$ cat src/design/cfa_pkg.sv
package cfa_pkg;

  localparam int ADDR_BITS  = 20;
  localparam int OWNER_BITS = 8;
  localparam int SIZE_BITS  = ADDR_BITS + 1;
  localparam int MAX_SEG    = 32;
  localparam int IDX_BITS   = $clog2(MAX_SEG);
  localparam int CNT_BITS   = IDX_BITS + 1;

  localparam logic [1:0] MODE_ALLOC   = 2'd0;
  localparam logic [1:0] MODE_RELEASE = 2'd1;
  localparam logic [1:0] MODE_REPORT  = 2'd2;
  localparam logic [1:0] MODE_NONE    = 2'd3;

  localparam logic [1:0] FIT_FIRST = 2'd0;
  localparam logic [1:0] FIT_BEST  = 2'd1;
  localparam logic [1:0] FIT_WORST = 2'd2;

  localparam logic [2:0] ST_OK      = 3'd0;
  localparam logic [2:0] ST_NOFIT   = 3'd1;
  localparam logic [2:0] ST_FULL    = 3'd2;
  localparam logic [2:0] ST_NOOWNER = 3'd3;
  localparam logic [2:0] ST_BADSIZE = 3'd4;

  typedef struct packed {
    logic [ADDR_BITS-1:0]  seg_start;
    logic [ADDR_BITS-1:0]  seg_end;
    logic [OWNER_BITS-1:0] owner;
    logic                  used;
  } entry_t;

  // one table entry arriving from the memory read port
  typedef struct packed {
    logic                valid;
    logic [IDX_BITS-1:0] idx;
    entry_t              entry;
  } scan_t;

  typedef struct packed {
    logic                 found;
    logic [IDX_BITS-1:0]  pick;
    logic [SIZE_BITS-1:0] best;
    logic [ADDR_BITS-1:0] pick_start;
    logic [ADDR_BITS-1:0] pick_end;
  } fit_t;

endpackage

$ cat src/design/cfa_fit_track.sv
module cfa_fit_track
  import cfa_pkg::*;
(
  input  logic                 clk,
  input  logic                 rst,
  input  logic                 clear,
  input  scan_t                scan,
  input  logic [SIZE_BITS-1:0] request_size,
  input  logic [1:0]           fit_strategy,
  output fit_t                 fit
);

  logic [SIZE_BITS-1:0] len;
  logic                 fits;
  logic                 take;

  always_comb begin
    len  = {1'b0, scan.entry.seg_end} - {1'b0, scan.entry.seg_start} + SIZE_BITS'(1);
    fits = scan.valid && !scan.entry.used && (len >= request_size);
    // first fit (and the unused code) keeps the earliest candidate
    take = fits && (!fit.found ||
                    (fit_strategy == FIT_BEST  && len < fit.best) ||
                    (fit_strategy == FIT_WORST && len > fit.best));
  end

  always_ff @(posedge clk) begin
    if (rst || clear) begin
      fit.found <= 1'b0;
    end else if (take) begin
      fit.found <= 1'b1;
    end
    if (take) begin
      fit.pick       <= scan.idx;
      fit.best       <= len;
      fit.pick_start <= scan.entry.seg_start;
      fit.pick_end   <= scan.entry.seg_end;
    end
  end

endmodule

$ cat src/design/contiguous_fit_allocator_unit.sv
// Contiguous-fit allocator: an address-ordered table of up to 32 segments
// held in a one-port-read, one-port-write synchronous memory.
// Command channel: start/busy; a request is taken when start is high, busy
// and cfg_write are low and mode is not MODE_NONE. mode selects allocate,
// release owner or report all segments. Results come out on status/seg_*
// with result_strobe high for one cycle; the receiver cannot stall, and last
// marks the final result of a request. Allocate: one scan pass over the N
// live segments, then either the decision alone (exact fit or failure) or a
// shift of the entries above the picked one plus two writes for the split.
// Release: one read-merge-write pass, one result.
// Report: N results, one per cycle.
// Throughput is bounded by the single memory read port, one entry a cycle.
// cfg_write loads memory_size (write it only while idle; the block does not
// enforce this) and rebuilds the table as one free segment.
// After rst the block is busy writing that initial segment, memory_size = 2^20.
module contiguous_fit_allocator_unit
  import cfa_pkg::*;
(
  input  logic                  clk,
  input  logic                  rst,
  input  logic                  cfg_write,
  input  logic [SIZE_BITS-1:0]  cfg_data,
  input  logic                  start,
  output logic                  busy,
  input  logic [1:0]            mode,
  input  logic [OWNER_BITS-1:0] owner_id,
  input  logic [SIZE_BITS-1:0]  request_size,
  input  logic [1:0]            fit_strategy,
  output logic                  result_strobe,
  output logic [2:0]            status,
  output logic [ADDR_BITS-1:0]  seg_start,
  output logic [ADDR_BITS-1:0]  seg_end,
  output logic [OWNER_BITS-1:0] seg_owner,
  output logic                  seg_used,
  output logic                  last
);

  localparam logic [3:0] S_INIT   = 4'd0;
  localparam logic [3:0] S_IDLE   = 4'd1;
  localparam logic [3:0] S_SCAN   = 4'd2;
  localparam logic [3:0] S_DECIDE = 4'd3;
  localparam logic [3:0] S_SHIFT  = 4'd4;
  localparam logic [3:0] S_SPLIT  = 4'd5;
  localparam logic [3:0] S_SPLIT2 = 4'd6;
  localparam logic [3:0] S_REL    = 4'd7;
  localparam logic [3:0] S_RPT    = 4'd8;

  localparam logic [CNT_BITS-1:0] CNT_MAX = CNT_BITS'(MAX_SEG);

  entry_t table_mem [MAX_SEG];
  entry_t mem_rdata, mem_wdata;
  logic   mem_we, mem_re;
  logic [IDX_BITS-1:0] mem_waddr, mem_raddr;

  logic [3:0]            state, state_next;
  logic [ADDR_BITS-1:0]  mem_last;
  logic [CNT_BITS-1:0]   cnt, cnt_next;
  logic [CNT_BITS-1:0]   ridx, ridx_next;
  logic                  rvalid, rvalid_next;
  logic [IDX_BITS-1:0]   didx, didx_next;
  logic [IDX_BITS-1:0]   wptr, wptr_next;
  entry_t                held, held_next;
  logic                  released, released_next;
  logic [1:0]            cmd_mode;
  logic [OWNER_BITS-1:0] cmd_owner;
  logic [SIZE_BITS-1:0]  cmd_size;
  logic [1:0]            cmd_fit;

  logic                  out_strobe;
  logic [2:0]            out_status;
  entry_t                out_entry;
  logic                  out_last;

  logic                  accept;
  logic                  track_clear;
  scan_t                 scan;
  fit_t                  fit;
  entry_t                rel_entry;
  logic [ADDR_BITS-1:0]  split_point;

  assign busy   = (state != S_IDLE);
  assign accept = start && !busy && !cfg_write && (mode != MODE_NONE);

  always_ff @(posedge clk) begin
    if (mem_we) begin
      table_mem[mem_waddr] <= mem_wdata;
    end
    if (mem_re) begin
      mem_rdata <= table_mem[mem_raddr];
    end
  end

  assign scan.valid  = rvalid && (state == S_SCAN);
  assign scan.idx    = didx;
  assign scan.entry  = mem_rdata;
  assign track_clear = accept;

  cfa_fit_track u_fit (
    .clk          (clk),
    .rst          (rst),
    .clear        (track_clear),
    .scan         (scan),
    .request_size (cmd_size),
    .fit_strategy (cmd_fit),
    .fit          (fit)
  );

  assign split_point = fit.pick_start + cmd_size[ADDR_BITS-1:0];

  always_comb begin
    rel_entry = mem_rdata;
    if (mem_rdata.used && mem_rdata.owner == cmd_owner) begin
      rel_entry.used  = 1'b0;
      rel_entry.owner = '0;
    end
  end

  always_comb begin
    state_next    = state;
    cnt_next      = cnt;
    ridx_next     = ridx;
    rvalid_next   = 1'b0;
    didx_next     = ridx[IDX_BITS-1:0];
    wptr_next     = wptr;
    held_next     = held;
    released_next = released;
    mem_we        = 1'b0;
    mem_waddr     = wptr;
    mem_wdata     = held;
    mem_re        = 1'b0;
    mem_raddr     = ridx[IDX_BITS-1:0];
    out_strobe    = 1'b0;
    out_status    = ST_OK;
    out_entry     = '0;
    out_last      = 1'b1;

    unique case (state)
      S_INIT: begin
        mem_we    = 1'b1;
        mem_waddr = '0;
        mem_wdata = '{seg_start: '0, seg_end: mem_last, owner: '0, used: 1'b0};
        cnt_next  = CNT_BITS'(1);
        state_next = S_IDLE;
      end
      S_IDLE: begin
        ridx_next     = '0;
        wptr_next     = '0;
        released_next = 1'b0;
        if (cfg_write) begin
          state_next = S_INIT;
        end else if (accept) begin
          unique case (mode)
            MODE_ALLOC:   state_next = S_SCAN;
            MODE_RELEASE: state_next = S_REL;
            default:      state_next = S_RPT;
          endcase
        end
      end
      S_SCAN, S_REL, S_RPT: begin
        if (ridx < cnt) begin
          mem_re      = 1'b1;
          rvalid_next = 1'b1;
          ridx_next   = ridx + CNT_BITS'(1);
        end
        if (state == S_RPT && rvalid) begin
          out_strobe = 1'b1;
          out_entry  = mem_rdata;
          if (!mem_rdata.used) begin
            out_entry.owner = '0;
          end
          out_last = ({1'b0, didx} == cnt - CNT_BITS'(1));
        end
        if (state == S_REL && rvalid) begin
          if (mem_rdata.used && mem_rdata.owner == cmd_owner) begin
            released_next = 1'b1;
          end
          if (didx == '0) begin
            held_next = rel_entry;
          end else if (!held.used && !rel_entry.used) begin
            held_next.seg_end = rel_entry.seg_end;
          end else begin
            mem_we    = 1'b1;
            wptr_next = wptr + IDX_BITS'(1);
            held_next = rel_entry;
          end
        end
        if (ridx == cnt && !rvalid) begin
          if (state == S_SCAN) begin
            state_next = S_DECIDE;
          end else if (state == S_REL) begin
            // flush the last pending segment and close the release
            mem_we     = 1'b1;
            cnt_next   = {1'b0, wptr} + CNT_BITS'(1);
            out_strobe = 1'b1;
            out_status = released ? ST_OK : ST_NOOWNER;
            state_next = S_IDLE;
          end else begin
            state_next = S_IDLE;
          end
        end
      end
      S_DECIDE: begin
        ridx_next = cnt - CNT_BITS'(1);
        priority if (cmd_size == '0) begin
          out_strobe = 1'b1;
          out_status = ST_BADSIZE;
          state_next = S_IDLE;
        end else if (!fit.found) begin
          out_strobe = 1'b1;
          out_status = ST_NOFIT;
          state_next = S_IDLE;
        end else if (fit.best == cmd_size) begin
          mem_we     = 1'b1;
          mem_waddr  = fit.pick;
          mem_wdata  = '{seg_start: fit.pick_start, seg_end: fit.pick_end,
                         owner: cmd_owner, used: 1'b1};
          out_strobe = 1'b1;
          out_entry  = mem_wdata;
          state_next = S_IDLE;
        end else if (cnt == CNT_MAX) begin
          out_strobe = 1'b1;
          out_status = ST_FULL;
          state_next = S_IDLE;
        end else begin
          state_next = S_SHIFT;
        end
      end
      S_SHIFT: begin
        // move entries above the pick up by one, reading ahead of the write
        if (ridx > {1'b0, fit.pick}) begin
          mem_re      = 1'b1;
          rvalid_next = 1'b1;
          ridx_next   = ridx - CNT_BITS'(1);
        end
        if (rvalid) begin
          mem_we    = 1'b1;
          mem_waddr = didx + IDX_BITS'(1);
          mem_wdata = mem_rdata;
        end
        if (!(ridx > {1'b0, fit.pick}) && !rvalid) begin
          state_next = S_SPLIT;
        end
      end
      S_SPLIT: begin
        mem_we     = 1'b1;
        mem_waddr  = fit.pick + IDX_BITS'(1);
        mem_wdata  = '{seg_start: split_point, seg_end: fit.pick_end,
                       owner: '0, used: 1'b0};
        cnt_next   = cnt + CNT_BITS'(1);
        state_next = S_SPLIT2;
      end
      S_SPLIT2: begin
        mem_we     = 1'b1;
        mem_waddr  = fit.pick;
        mem_wdata  = '{seg_start: fit.pick_start,
                       seg_end: split_point - ADDR_BITS'(1),
                       owner: cmd_owner, used: 1'b1};
        out_strobe = 1'b1;
        out_entry  = mem_wdata;
        state_next = S_IDLE;
      end
      default: begin
        state_next = S_IDLE;
      end
    endcase
  end

  always_ff @(posedge clk) begin
    if (rst) begin
      state         <= S_INIT;
      mem_last      <= '1;
      cnt           <= CNT_BITS'(1);
      ridx          <= '0;
      rvalid        <= 1'b0;
      wptr          <= '0;
      released      <= 1'b0;
      result_strobe <= 1'b0;
    end else begin
      state         <= state_next;
      cnt           <= cnt_next;
      ridx          <= ridx_next;
      rvalid        <= rvalid_next;
      wptr          <= wptr_next;
      released      <= released_next;
      result_strobe <= out_strobe;
      if (cfg_write) begin
        // zero is taken as one byte, anything past the address space is clipped
        priority if (cfg_data == '0) begin
          mem_last <= '0;
        end else if (cfg_data[SIZE_BITS-1]) begin
          mem_last <= '1;
        end else begin
          mem_last <= cfg_data[ADDR_BITS-1:0] - ADDR_BITS'(1);
        end
      end
    end
  end

  always_ff @(posedge clk) begin
    didx <= didx_next;
    held <= held_next;
    if (accept) begin
      cmd_mode  <= mode;
      cmd_owner <= owner_id;
      cmd_size  <= request_size;
      cmd_fit   <= fit_strategy;
    end
    status    <= out_status;
    seg_start <= out_entry.seg_start;
    seg_end   <= out_entry.seg_end;
    seg_owner <= out_entry.owner;
    seg_used  <= out_entry.used;
    last      <= out_last;
  end

`ifndef ASSERT_OFF
  a_cnt_range: assert property (@(posedge clk) disable iff (rst)
    cnt != '0 && cnt <= CNT_MAX)
    else $error("segment count out of range");

  a_no_rw_clash: assert property (@(posedge clk) disable iff (rst)
    (mem_we && mem_re) |-> mem_waddr != mem_raddr)
    else $error("table read and write hit the same entry");

  a_accept_busy: assert property (@(posedge clk) disable iff (rst)
    accept |=> busy)
    else $error("accepted request did not start work");

  a_idle_count: assert property (@(posedge clk) disable iff (rst)
    (state == S_IDLE) |=> $stable(cnt))
    else $error("segment count changed while idle");

  a_release_mode: assert property (@(posedge clk) disable iff (rst)
    (state == S_REL) |-> cmd_mode == MODE_RELEASE)
    else $error("release pass without a release request");
`endif

endmodule

$ cat config.mk
export PLATFORM = sky130hd
export DESIGN_NAME = contiguous_fit_allocator_unit
export DESIGN_NICKNAME = d
export VERILOG_FILES = /design/src/design/cfa_pkg.sv /design/src/design/cfa_fit_track.sv /design/src/design/contiguous_fit_allocator_unit.sv
export SDC_FILE = /design/constraint.sdc
export NUM_CORES = 2
export LEC_CHECK = 0
export BUFFER_PORTS_ARGS = -buffer_cell sky130_fd_sc_hd__buf_2
export CORE_AREA = 2 2 469 471
export DETAILED_ROUTE_END_ITERATION = 8
export DIE_AREA = 0 0 471 473
export PLACE_DENSITY_LB_ADDON = 0.05
export SYNTH_ARGS = -nofsm -noshare
export SYNTH_HDL_FRONTEND = slang
export SYNTH_SLANG_ARGS = --single-unit
export TNS_END_PERCENT = 1
$ cat constraint.sdc
create_clock -name clk -period 8.7 [get_ports clk]
set_input_delay 1.74 -clock clk [delete_from_list [all_inputs] [get_ports clk]]
set_output_delay 1.74 -clock clk [all_outputs]
set_load 0.005 [all_outputs]
=== After elaboration in Yosys (flattened, before gate mapping) ===
Memory sizes are Yosys's and may differ from the RTL's. A register that Yosys moved wholly into a read port is not among the register bits.
Index checks and enable logic that the tools add are counted.

* Reduce and logical (&&, ||, !) cells: 44
* Order comparisons: 5
* Eq/ne operators: 30
* Shift operators: 0
* Multiplexer cells: 81
* Divide/modulo/power cells: 0
* Multipliers: 0
* Add/sub/neg operators: 13
* Bitwise operators: 0

{| class="wikitable"
|+ Operator list
! kind !! number
|-
| 49-bit 2-to-1 mux || 9
|-
| 49-bit one-hot mux with 5 select lines || 1
|-
| 49-bit one-hot mux with 3 select lines || 1
|-
| 20-bit 2-to-1 mux || 3
|-
| 21-bit zero test || 2
|-
| 20-bit by 1-bit subtractor with 20-bit output, second input constant || 2
|-
| 5-bit 2-to-1 mux || 7
|-
| 6-bit 2-to-1 mux || 5
|-
| 5-bit one-hot mux with 5 select lines || 1
|-
| 1-bit 2-to-1 mux || 24
|-
| 2-bit inequality test, second input constant || 12
|-
| 6-bit one-hot mux with 4 select lines || 1
|-
| 21-bit by 1-bit adder with 21-bit output, second input constant || 1
|-
| 21-bit == test || 1
|-
| 21-bit >= comparator || 1
|-
| 21-bit > comparator || 1
|-
| 21-bit < comparator || 1
|-
| 20-bit by 20-bit subtractor with 21-bit output || 1
|-
| 20-bit adder || 1
|-
| 4-bit one-hot mux with 5 select lines || 1
|-
| 9-bit 2-to-1 mux || 2
|-
| 6-bit one-hot mux with 3 select lines || 1
|-
| 4-bit by 3-bit == test with 1-bit output, second input constant || 4
|-
| 2-bit 2-to-1 mux || 8
|-
| 39 further kinds || 82
|}

* Flip-flop bits (word level): 249
* Bits of input ports: 58
* Bits in writable memories: 1568
* Memories kept: 1
* Bits in latches: 0
* Logic and storage cells: 201
* Memory bits (read-only): 0

{| class="wikitable"
|+ Memory list
! name !! depth !! bits a word !! rd ports !! clocked after Yosys merged registers in !! wr ports !! line !! text
|-
| table_mem || 32 || 49 || 1 || 1 || 1 || contiguous_fit_allocator_unit.sv:50 || <nowiki>entry_t table_mem [MAX_SEG];</nowiki>
|}

=== Longest topological paths before layout ===
* Depth in word-level cells: 14
* Depth in mapped cells: 23
* Gate-level depth less buffers: 23

=== Hierarchy ===
From an unflattened synthesis, not the netlist that was laid out.

* Cell total of the unflattened synthesis: 3867
* Area total of the unflattened synthesis: 76116.8 µm²

{| class="wikitable"
|+ By module, submodules not included
! module !! sequential area each (µm²) !! cells an instance !! area an instance (µm²) !! times used
|-
| contiguous_fit_allocator_unit || 53000.8 || 3487 || 71751.3 || 1
|-
| cfa_fit_track || 2001.9 || 380 || 4365.4 || 1
|}

=== Worst setup path before layout ===
Ideal clock, no wire load.

* Path kind: register -> register
* Start: register mem_rdata[11] (netlist name)
* End: register u_fit.fit[0] (netlist name)
* Slack: 0.777 ns
* Clock period less this slack: 7.923 ns
* Library setup time: 0.529 ns
* Data arrival time: 7.394 ns
* Stages on the path, launching flop included: 18
* Path buffers: 0
* Required time: 8.171 ns
* Path through: edfxtp_1 > ha_1 > ha_1 > a21oi_1 > o211ai_1 > o22ai_1 > nand4b_1 > a31oi_1 > and4_1 > a2111oi_0 > a21oi_1 > xnor2_1 > ha_1 > and4_1 > a221oi_1 > o21ai_0 > or3_1 > a31oi_1

* Word-level cells in the longest chain between the ends: 7
* Elaborated cells between the ends (all ways): 11
* Classes of those cells: add/sub (2); order compare (3); reduce/logical (6)

{| class="wikitable"
|+ Ends and longest elaborated chain
! element !! line !! text
|-
| 20-bit by 20-bit subtractor with 21-bit output * || cfa_fit_track.sv:18 || <nowiki>len = {1'b0, scan.entry.seg_end} - {1'b0, scan.entry.seg_start} + SIZE_BITS'(1);</nowiki>
|-
| 21-bit by 1-bit adder with 21-bit output * || cfa_fit_track.sv:18 ||
|-
| net u_fit.len[20] || cfa_fit_track.sv:13 || <nowiki>logic [SIZE_BITS-1:0] len;</nowiki>
|-
| 21-bit < comparator || cfa_fit_track.sv:22 || <nowiki>(fit_strategy == FIT_BEST && len < fit.best) ||</nowiki>
|-
| 1-bit logical AND || cfa_fit_track.sv:22 ||
|-
| 1-bit logical OR || cfa_fit_track.sv:21 || <nowiki>take = fits && (!fit.found ||</nowiki>
|-
| 1-bit logical OR || cfa_fit_track.sv:22 ||
|-
| 1-bit logical AND * || cfa_fit_track.sv:21 ||
|-
| net u_fit.take || cfa_fit_track.sv:15 || <nowiki>logic take;</nowiki>
|}

The timed path passes the listed nets; every way through them passes the cells marked *.
A chain may end at the register's enable or synchronous reset.

=== Worst setup path after layout ===
* Start: register mem_rdata[11] (netlist name)
* End: register u_fit.fit[6] (netlist name)

* Word-level cells in the longest chain between the ends: 7
* Elaborated cells between the ends (all ways): 11
* Classes of those cells: add/sub (2); order compare (3); reduce/logical (6)

{| class="wikitable"
|+ Ends and longest elaborated chain
! element !! line
|-
| 20-bit by 20-bit subtractor with 21-bit output * || cfa_fit_track.sv:18
|-
| 21-bit by 1-bit adder with 21-bit output * || cfa_fit_track.sv:18
|-
| net u_fit.len[20] || cfa_fit_track.sv:13
|-
| 21-bit < comparator || cfa_fit_track.sv:22
|-
| 1-bit logical AND || cfa_fit_track.sv:22
|-
| 1-bit logical OR || cfa_fit_track.sv:21
|-
| 1-bit logical OR || cfa_fit_track.sv:22
|-
| 1-bit logical AND * || cfa_fit_track.sv:21
|-
| net u_fit.take || cfa_fit_track.sv:15
|}

Marks and branches as above.

==> results summary <==
The maximum level of the CTS H-tree came out at 4. The final-report hold violation count is 0. The internal reg-to-reg setup slack is 2.13 ns. The number of different library cells in the post-synthesis netlist is 81. The proportion of layout cells with a drive suffix above 1 is 0.274.

The setup total negative slack came out at 0 ns. For this run, the post-layout net count is 4289. In this run the top signal layer used is met4. The async set-or-reset flop fraction in the synthesized netlist is 0. The synthesized netlist cell count is 3838. The starting utilization of the core area is 0.348. The worst ir drop on vdd came out at 0.000286 V. The path class of the tightest hold or removal check is flip-flop to flip-flop.

The number of cell rows came out at 172. The filler cell count came out at 19600. The remaining global-route overflow came out at 0. The largest net degree at the start of global routing came out at 116. The chip width is 471 µm. After synthesis the cells add up to 0.0759 mm².

Measured against its own limit, the worst slew margin works out to 0.122. Following the worst setup path forward leads to its endpoint at u_fit.fit[6]. The fraction of the cycle the final worst path needs came out at 0.755. The via count of the first global-routing pass was 39900. Summing internal, switching and leakage power gives 29.8 mW.

The number of nets with antenna violations after detailed routing came out at 0. The full die area came out at 0.223 mm². Summed over all nets, wire length on met3 after detailed routing comes to 11500 µm. The largest buffer count on any clock path came out at 3. The routed wirelength normalized by instance count is 33.7 µm. The fraction of power consumed by the clock network came out at 0.288. The number of DRC markers in iteration 0 is 3861.

The global-route usage over all layers came out at 0.215. The clock tree from TritonCTS is built. The number of input and output port buffers inserted is 112. By area the synthesized netlist is led by edfxtp_1 (70%), mux4_2 (15%), dfxtp_1 (2.7%), ha_1 (2.0%), mux2_2 (0.96%). The shortest period the worst path allows came out at 6.57 ns. The capturing element type of the critical path is a flip-flop. Based on the critical path, the design can be clocked at up to 0.152 GHz. At the pin with the least slew margin, the transition time is 1.31 ns. The worst setup path startpoint is mem_rdata[11]. The signal on the critical path passes through ha_1, ha_1, a21oi_1, o211ai_1, o22ai_1, nand4b_1, a31oi_1, and4_1, a2111oi_0, a21oi_1, xnor2_1, ha_1, and4_1, a221oi_1, o21ai_0, or3_1, a31oi_4, buf_12. The clock net in this run drives a total of 1866 sinks. Setup repair after global routing left no endpoint under its margin. The critical path required time is 9.19 ns. The die extent in y came out at 473 µm.

Among all stages on the critical path, the largest delay is contributed by a31oi_4. The max-slew violation count is 0. The switching power of the nets came out at 9.66 mW. The DRC violation count after routing came out at 0. The startpoint of the worst register-to-register path is mem_rdata[11].

The number of synthesized flops with an enable pin came out at 1763. Of the post-synthesis cell area, the dominant cell type holds 0.697. The number of cells on the worst reg-to-reg path is 18. The area growth from synthesis to layout is 15.4%.

The clock tree skew after final layout is 0.0342 ns. The number of synthesis warnings is 0. The number of antenna violations at the first check in global routing came out at 18. When the netlist entered floorplanning its net count stood at 4023. Setup violations remaining at the end of the flow were counted as 0. The number of iterations in the first detailed-routing pass came out at 6. The total power per unit cell area came out at 341 mW/mm². The wire length after detailed routing is 241000 µm. The number of setup buffers added after CTS is 0. The clock root buffer master is clkbuf_16. Data arrives at the worst endpoint at 7.06 ns. Once layout is complete, the utilization of the core stands at 0.401. The fraction of power spent switching nets came out at 0.324.

The share of total power dissipated in sequential elements is 0.418. The biggest fanout along the worst timing path came out at 50. After detailed routing, the met2 layer carries 116000 µm of wire. The final weighted congestion in routability-driven placement is 0.851. The internal cell power is 20.2 mW. The number of resized instances in the post-cts repair step is 0. The library cell occupying the most area in the post-synthesis netlist is edfxtp_1.

The via count normalized by instance count is 5.48. The number of CTS-inserted buffers is 207. Synthesis inferred 1866 register bits. The first global-routing pass estimated 334000 µm of wire. The stage delay of the slowest cell on the critical path is 0.74 ns.

The critical path's most frequent cell is ha_1. 113 I/O pins were placed. The mean post-synth cell area is 19.8 µm². After detailed routing, the wire length on met1 is 109000 µm.

STA classifies the critical path startpoint as a flip-flop. Detailed routing inserted a total of 39200 vias. The worst-skew pair later-pin latency is 0.85 ns. For this run, the leading register cell type out of synthesis is edfxtp_1. The part of the total power dissipated in combinational logic is 0.294. The endpoint identified for the worst register-to-register timing path is u_fit.fit[6]. The floorplan step defined a core boundary enclosing 0.218 mm². The post-synthesis sequential area ratio is 0.725. The clock transition at the registers of the reported paths is 0.06 ns. The estimated wirelength of the detail-placed design came out at 147000 µm. By startpoint and endpoint, the worst setup path is classified as flip-flop to flip-flop. The run finished with clean final reports. The number of max-cap violations is 0. The leakage power came out at 28.1 nW. The number of hold buffers added after CTS was 0.
## cells in the mapped netlist (all sizes together) (35+ instances only)
| library cell | number |
|---|---|
| edfxtp | 1763 |
| mux4 | 490 |
| clkbuf | 136 |
| ha | 124 |
| inv | 120 |
| nand2 | 115 |
| nor2 | 107 |
| dfxtp | 103 |
| o21ai | 79 |
| a21oi | 77 |
| mux2 | 65 |
| xor2 | 62 |
| xnor2 | 52 |
| buf | 50 |
| nand3 | 49 |
| nor3 | 42 |
| a222oi | 35 |
## cells in the final DEF (no fill, tap or decap), types with 13 or more instances in the layout
cell | Yosys | final
clkbuf_16 | 0 | 210
clkinv_1 | 0 | 48
inv_1 | 120 | 120
a22o_1 | 29 | 29
buf_4 | 2 | 113
or3_1 | 21 | 21
a21o_1 | 28 | 28
clkinv_2 | 0 | 32
nor3_1 | 37 | 33
o21a_1 | 18 | 18
nor2b_1 | 15 | 15
xor2_1 | 61 | 61
o211ai_1 | 15 | 15
nor2_4 | 0 | 29
a22oi_1 | 15 | 15
dfxtp_1 | 103 | 97
ha_1 | 124 | 124
o21ai_2 | 1 | 13
a221o_1 | 20 | 20
buf_2 | 8 | 112
edfxtp_1 | 1763 | 1763
mux2_2 | 65 | 65
bufinv_16 | 0 | 13
a21oi_1 | 77 | 77
buf_12 | 0 | 18
clkbuf_1 | 136 | 53
a222oi_1 | 35 | 35
and2_1 | 16 | 15
nand3_1 | 45 | 44
mux4_2 | 490 | 490
nand2_1 | 114 | 114
o21ai_0 | 63 | 54
nor2_1 | 107 | 78
xnor2_1 | 52 | 52
## how the worst min path moves through the flow
stage,startpoint,endpoint,slack (ns),cells after the start
6_report,cnt[1],cnt[1],0.48,2
5_1_grt,cnt[1],cnt[1],0.52,2
4_1_cts,cnt[1],cnt[1],0.47,2
3_5_place_dp,cnt[1],cnt[1],0.46,2
3_3_place_gp,cnt[1],cnt[1],0.46,2
2_1_floorplan,ridx[0],didx[0],0.37,0
## through the flow
step                worst slack [ns]  instances  hold slack [ns]  area [µm²]
finish                          2.13       7162            0.476       87600
global route                    1.68       7157            0.515       87600
CTS                             2.20       7152            0.474       87600
detailed placement              2.26       6766            0.464       80900
global placement                2.21       6766            0.461       80900
floorplan                      0.777       3838            0.374       75900
## kinds of logic after synthesis
kind of cell / synth area share
and+or+nand+nor: 0.0294
xor gates and xnor gates: 0.0133
muxes: 0.156
buffers and inverters: 0.0155
DFF: 0.725
AOI/OAI and AO/OA: 0.0397
adders and majority gates: 0.0214
## sequential cells by signal, summed over array words and instances, names as in the netlist, 20 cells and up
signal,count
table_mem,1568
u_fit.fit,67
held,49
mem_rdata,49
cmd_size,21
mem_last,20
seg_end,20
seg_start,20
## power groups by stage
stage	registers, mW	logic [mW]	clock network (mW)
6_report	12.5	8.77	8.58
5_1_grt	12.5	9.46	9.15
4_1_cts	12.5	8.97	8.83
3_5_place_dp	12.7	8.94	0
3_3_place_gp	12.7	8.98	0
2_1_floorplan	12.5	5.26	0
## final cells by class
type / instances / area [µm²] / share of cell area
sequential: 1866 / 55000 / 0.628
multi-input combinational: 1666 / 20100 / 0.229
clock buffer: 275 / 5620 / 0.0642
tap: 2871 / 3590 / 0.0410
timing repair buffer: 243 / 1770 / 0.0202
clock inverter: 111 / 1020 / 0.0116
inverter: 120 / 450 / 0.00514
antenna: 10 / 25.0 / 0.000286
## worst max-delay path, delay by kind of cell (launching register included)
family,cells,cell delay [ns]
xor gates and xnor gates,1,0.37
buffers and inverters,1,0.40
adders and majority gates,3,0.95
DFF,1,0.47
AOI/OAI and AO/OA,9,2.95
and+or+nand+nor,4,1.04
## layer usage
metal,up-vias,global-route usage
met5,-,0
met2,1025,0.351
met3,251,0.0325
met1,21500,0.307
li1,16500,-
met4,0,0.0451
No activity file was read; power rests on OpenSTA's default activity.
